## src/hdl/cfsd_pkg.sv

```systemverilog
// ----------------------------------------------------------------------------
// cfsd_pkg
// Shared types and constants of the CAN frame signal decoder: operation codes,
// the command that travels from the front end to the scanner, the spec table
// entry, the job handed to the arithmetic unit and the state encodings.
// ----------------------------------------------------------------------------
package cfsd_pkg;

    // Depth of the signal spec table and the widths that follow from it.
    localparam int TABLE_DEPTH = 64;
    localparam int IDX_W       = 6;
    localparam int CNT_W       = 7;

    // Bus widths: payload fields padded to whole bytes.
    localparam int S_TDATA_W = 208;
    localparam int S_TUSER_W = 2;
    localparam int M_TDATA_W = 104;

    // Operation codes carried in tuser of the input word.
    localparam logic [1:0] OP_APPEND = 2'd0;
    localparam logic [1:0] OP_DECODE = 2'd1;
    localparam logic [1:0] OP_CLEAR  = 2'd2;

    typedef enum logic [1:0] {
        CMD_APPEND,
        CMD_DECODE,
        CMD_CLEAR
    } cmd_kind_t;

    // A classified command waiting in the queue.
    typedef struct packed {
        cmd_kind_t   kind;
        logic [15:0] frame_id;
        logic [63:0] frame_data;
        logic [31:0] stamp;
        logic [2:0]  start_byte;
        logic [3:0]  byte_count;
        logic        is_signed;
        logic        big_endian;
        logic [31:0] scale_q16;
        logic [47:0] offset_q16;
    } cmd_t;

    // One entry of the spec table.
    typedef struct packed {
        logic [15:0] frame_id;
        logic [2:0]  start_byte;
        logic [3:0]  byte_count;
        logic        is_signed;
        logic        big_endian;
        logic [31:0] scale_q16;
        logic [47:0] offset_q16;
    } spec_t;

    // Work for the arithmetic unit: a value to scale, or the end of a frame.
    typedef struct packed {
        logic             is_end;
        logic [IDX_W-1:0] spec_index;
        logic [31:0]      stamp;
        logic [64:0]      raw;
        logic [31:0]      scale_q16;
        logic [47:0]      offset_q16;
    } job_t;

    typedef enum logic [1:0] {
        SCAN_IDLE,
        SCAN_CHECK,
        SCAN_END
    } scan_state_t;

    typedef enum logic [2:0] {
        AR_IDLE,
        AR_MUL_LO,
        AR_MUL_HI,
        AR_SUM,
        AR_PLACE,
        AR_FLUSH
    } arith_state_t;

endpackage

```

## src/hdl/cfsd_front.sv

```systemverilog
// ----------------------------------------------------------------------------
// cfsd_front
// Accepts input words, classifies the operation, clamps the byte count and
// holds the commands in a two-entry queue for the scanner.
// ----------------------------------------------------------------------------
module cfsd_front
(
    input  logic                            clk,
    input  logic                            rst_n,
    input  logic                            s_tvalid,
    output logic                            s_tready,
    input  logic [cfsd_pkg::S_TDATA_W-1:0]  s_tdata,
    input  logic [cfsd_pkg::S_TUSER_W-1:0]  s_tuser,
    output logic                            head_valid,
    output cfsd_pkg::cmd_t                  head,
    input  logic                            pop
);

    cfsd_pkg::cmd_t q_reg [2];
    logic [1:0]     fill_reg, fill_next;
    logic           wr_ptr_reg, wr_ptr_next;
    logic           rd_ptr_reg, rd_ptr_next;

    cfsd_pkg::cmd_t cls;
    logic           cls_keep;
    logic           push;
    logic [3:0]     bytes_left;
    logic [3:0]     cnt_in;

    always_comb
    begin
        cnt_in     = s_tdata[118:115];
        bytes_left = 4'd8 - {1'b0, s_tdata[114:112]};

        cls.frame_id   = s_tdata[15:0];
        cls.frame_data = s_tdata[79:16];
        cls.stamp      = s_tdata[111:80];
        cls.start_byte = s_tdata[114:112];
        cls.byte_count = (cnt_in > bytes_left) ? bytes_left : cnt_in;
        cls.is_signed  = s_tdata[119];
        cls.big_endian = s_tdata[120];
        cls.scale_q16  = s_tdata[152:121];
        cls.offset_q16 = s_tdata[200:153];
        cls.kind       = cfsd_pkg::CMD_APPEND;
        cls_keep       = 1'b1;

        unique case (s_tuser)
            cfsd_pkg::OP_APPEND: cls.kind = cfsd_pkg::CMD_APPEND;
            cfsd_pkg::OP_DECODE: cls.kind = cfsd_pkg::CMD_DECODE;
            cfsd_pkg::OP_CLEAR:  cls.kind = cfsd_pkg::CMD_CLEAR;
            default:             cls_keep = 1'b0;
        endcase
    end

    // Unknown operations are taken and dropped.
    assign s_tready   = (fill_reg != 2'd2);
    assign push       = s_tvalid && s_tready && cls_keep;
    assign head_valid = (fill_reg != 2'd0);
    assign head       = q_reg[rd_ptr_reg];

    always_comb
    begin
        wr_ptr_next = push ? ~wr_ptr_reg : wr_ptr_reg;
        rd_ptr_next = pop ? ~rd_ptr_reg : rd_ptr_reg;
        fill_next   = fill_reg + 2'(push) - 2'(pop);
    end

    always_ff @(posedge clk or negedge rst_n)
    begin
        if (!rst_n)
        begin
            fill_reg   <= 2'd0;
            wr_ptr_reg <= 1'b0;
            rd_ptr_reg <= 1'b0;
        end
        else
        begin
            fill_reg   <= fill_next;
            wr_ptr_reg <= wr_ptr_next;
            rd_ptr_reg <= rd_ptr_next;
        end
    end

    always_ff @(posedge clk)
    begin
        if (push)
        begin
            q_reg[wr_ptr_reg] <= cls;
        end
    end

    a_fill_bound: assert property (@(posedge clk) disable iff (!rst_n)
        fill_reg != 2'd3)
        else $error("command queue holds more than two entries");

    a_pop_nonempty: assert property (@(posedge clk) disable iff (!rst_n)
        pop |-> fill_reg != 2'd0)
        else $error("command queue popped while empty");

endmodule

```

## config.mk

```make
export PLATFORM = sky130hd
export DESIGN_NAME = cfsd_front
export DESIGN_NICKNAME = d
export VERILOG_FILES = /design/src/hdl/cfsd_pkg.sv /design/src/hdl/cfsd_front.sv
export SDC_FILE = /design/constraint.sdc
export NUM_CORES = 1
export LEC_CHECK = 0
export BUFFER_PORTS_ARGS = -buffer_cell sky130_fd_sc_hd__buf_2
export CORE_ASPECT_RATIO = 1.75
export CORE_UTILIZATION = 35
export CTS_CLUSTER_SIZE = 12
export DETAILED_ROUTE_END_ITERATION = 10
export SKIP_LAST_GASP = 1
export SLEW_MARGIN = 20
export SYNTH_ARGS = -nofsm -noshare
export SYNTH_HDL_FRONTEND = slang
export SYNTH_SLANG_ARGS = --single-unit
```

## constraint.sdc

```tcl
create_clock -name clk -period 11.7 [get_ports clk]
set_input_delay 2.925 -clock clk [delete_from_list [all_inputs] [get_ports clk]]
set_output_delay 2.925 -clock clk [all_outputs]
set_load 0.02 [all_outputs]
```

==> impl_metrics.yaml <==
pwr:
  power.switching_mw: 1.52
  power.density_nw_per_um2: 247
  total_power_mw: 4.83
  switching_share: 0.316
  power.leakage_nw: 7.65
  combPwrFrac: 0.340
  p_clk_frac: 0.241
  power_frac_seq: 0.420
  vdd_drop_max_v: 0.000149
  internal-power_mw: 3.30
outcome:
  status: "finished, final reports clean"
synthesis:
  synth_nets: 895
  synth_ff_type: "edfxtp_1"
  netlist_area_sq_um: 15700
  synth_edf_count: 406
  synthCells: 674
  synth.distinct_cells: 22
  ys_ff_latch: 410
  async_flop_share: 0.00976
  yosysSeqAreaShare: 0.782
  avgSynthCellArea_sq_um: 23.3
  ys_warn_count: 0
critical_path:
  worstSetupPathType: "flop to primary output"
  crit_arrival_ns: 2.96
  end_kind: "primary output"
  r2r-start: "fill_reg[1]$_DFF_PN0_"
  rrSetupSlack_ns: 9.43
  crit_chain: "buf_12 > mux2_4 > buf_2"
  critPathTopFamily: "flip-flops"
  slowest_delay_ns: 0.95
  path_buf_inv: 2
  startpoint_type: "flop"
  cp_max_fo: 128
  ff2ff_path_depth: 4
  critPathSlowestCell: "dfrtp_4"
  timing.rr.end: "q_reg[0][178]$_DFFE_PP_"
  critPathRequiredTime_ns: 8.78
clock_tree:
  clkSinkCount: 410
  ctsHoldBuffers: 0
  clockBufferDepth: 3
  h-tree-depth: 2
  cts_tree: "built"
  cts_root_buf: "clkbuf_16"
  ctsResizeCount: 0
  postCtsSetupRepairBufs: 0
  numCtsBuffers: 41
  clk_pin_slew_ns: 0.06
  clock_latency_ns: 0.52
sta:
  fin_skew_ns: 0.0138
  worstMarginPinSlew_ns: 1.14
  finalHoldViolCount: 0
  max_freq_mhz: 170
  fin_crit_sh: 0.503
  setup_violations: 0
  slew-limit-headroom: 0.243
  drv_slew: 0
  finalCriticalPeriod_ns: 5.88
  rsz0062_at_grt: "false"
placement:
  dp_hpwl_um: 22000
  gp_congestion: 0.727
  dp.cells: 1640
  portBuffers: 411
final_layout:
  nets: 1332
  syn_to_final_growth_pct: 24.1
  largest_register_ffs: 406
  most-common-layout-cells: "buf_2, edfxtp_1, mux2_4"
  layoutNonFillerInstCount: 1711
  layout-drive-gt1-share: 0.594
  final_common_cell: "buf_2"
routing:
  via_per_inst: 4.46
  firstDrtPassIters: 4
  drt_iter0_drc: 294
  ant_nets: 0
  wl_um: 32900
  route.vias.total: 7633
  drcViolationCount: 0
  wl_per_cell_um: 19.2
die:
  rows: 102
  start_util: 0.355
  top_level_ports: 419
  floorplan.core_area_sq_um: 44300
  dieArea_sq_um: 45800
  die_x_um: 162
  die_h_um: 282
grt:
  overflow: 0
  grt_max_degree: 169
  grt_pass1_wl_um: 46400
  grt_pass1_vias: 8093
  antenna_found_initial: 15
  grtUsageTotal: 0.137
flow_run:
  maxCapViolCount: 0
min_path:
  hold_path_end: "fill_reg[1]$_DFF_PN0_"
  hold_depth: 1
  worstHoldPathType: "flop to flop"
  hold_start: "fill_reg[1]$_DFF_PN0_"
-- worst register-to-register path, stage by stage, from the launching register on --
cell	delay [ns]
dfrtp_1	0.40
nand2b_1	0.10
nand3_1	0.26
nor2_4	0.21
buf_12	0.57
-- cell families after synthesis --
logic type | after synthesis | share of synthesized area
compound gates | 3 | 0.00215
xor+xnor | 5 | 0.00279
fa+ha+maj | 7 | 0.00557
buf+inv | 31 | 0.0168
flops | 410 | 0.782
mux | 207 | 0.187
simple gates | 11 | 0.00398
-- area by class of cell --
class	count	area, sq um
inverter	8	30.0
multi-input combinational	233	3170
clock buffer	56	1080
antenna	10	25.0
clock inverter	5	47.5
sequential	410	12300
timing repair buffer	417	2140
fill	3907	24800
tap	572	716
-- power by group through the flow --
stage               Combinational, mW  Clock [mW]  Sequential (mW)
CTS                              1.67        1.21             2.03
global route                     1.73        1.25             2.05
detailed placement               1.67           0             2.06
global placement                 1.67           0             2.04
floorplan                        1.25           0             2.09
finish                           1.64        1.16             2.02
-- Yosys cell counts (2+ instances only) --
master	n	area (sq um)
edfxtp_1	406	12200
mux2_4	161	2420
mux2_2	43	484
buf_6	19	214
inv_1	8	30.0
ha_1	7	87.6
buf_2	4	20.0
dfrtp_1	4	100
mux2i_1	3	30.0
nor2b_1	3	18.8
xnor2_1	3	26.3
nor2_1	2	7.51
xor2_1	2	17.5
-- metrics by stage --
| stage | hold slack (ns) | utilization | setup TNS (ns) | setup slack [ns] | cell area (sq um) |
|---|---|---|---|---|---|
| floorplan | 0.460 | - | -261.16 | -0.643 | 15700 |
| global placement | 0.482 | 0.414 | 0 | 6.37 | 18400 |
| detailed placement | 0.492 | 0.414 | 0 | 6.35 | 18400 |
| CTS | 0.505 | 0.440 | 0 | 5.76 | 19500 |
| global route | 0.534 | 0.440 | 0 | 5.71 | 19500 |
| finish | 0.494 | 0.441 | 0 | 5.82 | 19500 |
-- worst max-delay path by stage --
stage                           startpoint               endpoint  cells after the start
floorplan                       s_tuser[0]  q_reg[0][0]$_DFFE_PP_                      3
global placement    rd_ptr_reg$_DFFE_PN0P_              head[192]                      3
CTS                 rd_ptr_reg$_DFFE_PN0P_               head[16]                      3
finish              rd_ptr_reg$_DFFE_PN0P_              head[121]                      3
detailed placement  rd_ptr_reg$_DFFE_PN0P_              head[202]                      3
global route        rd_ptr_reg$_DFFE_PN0P_              head[178]                      3
-- metal layers --
layer	global-route usage	vias to the layer above	share of wire
li1	-	3531	-
met3	0.0422	74	0.068
met5	0	-	0.0024
met1	0.129	3751	0.33
met4	0.0798	12	0.041
met2	0.258	265	0.56
No activity file was read; power rests on OpenSTA's default activity.
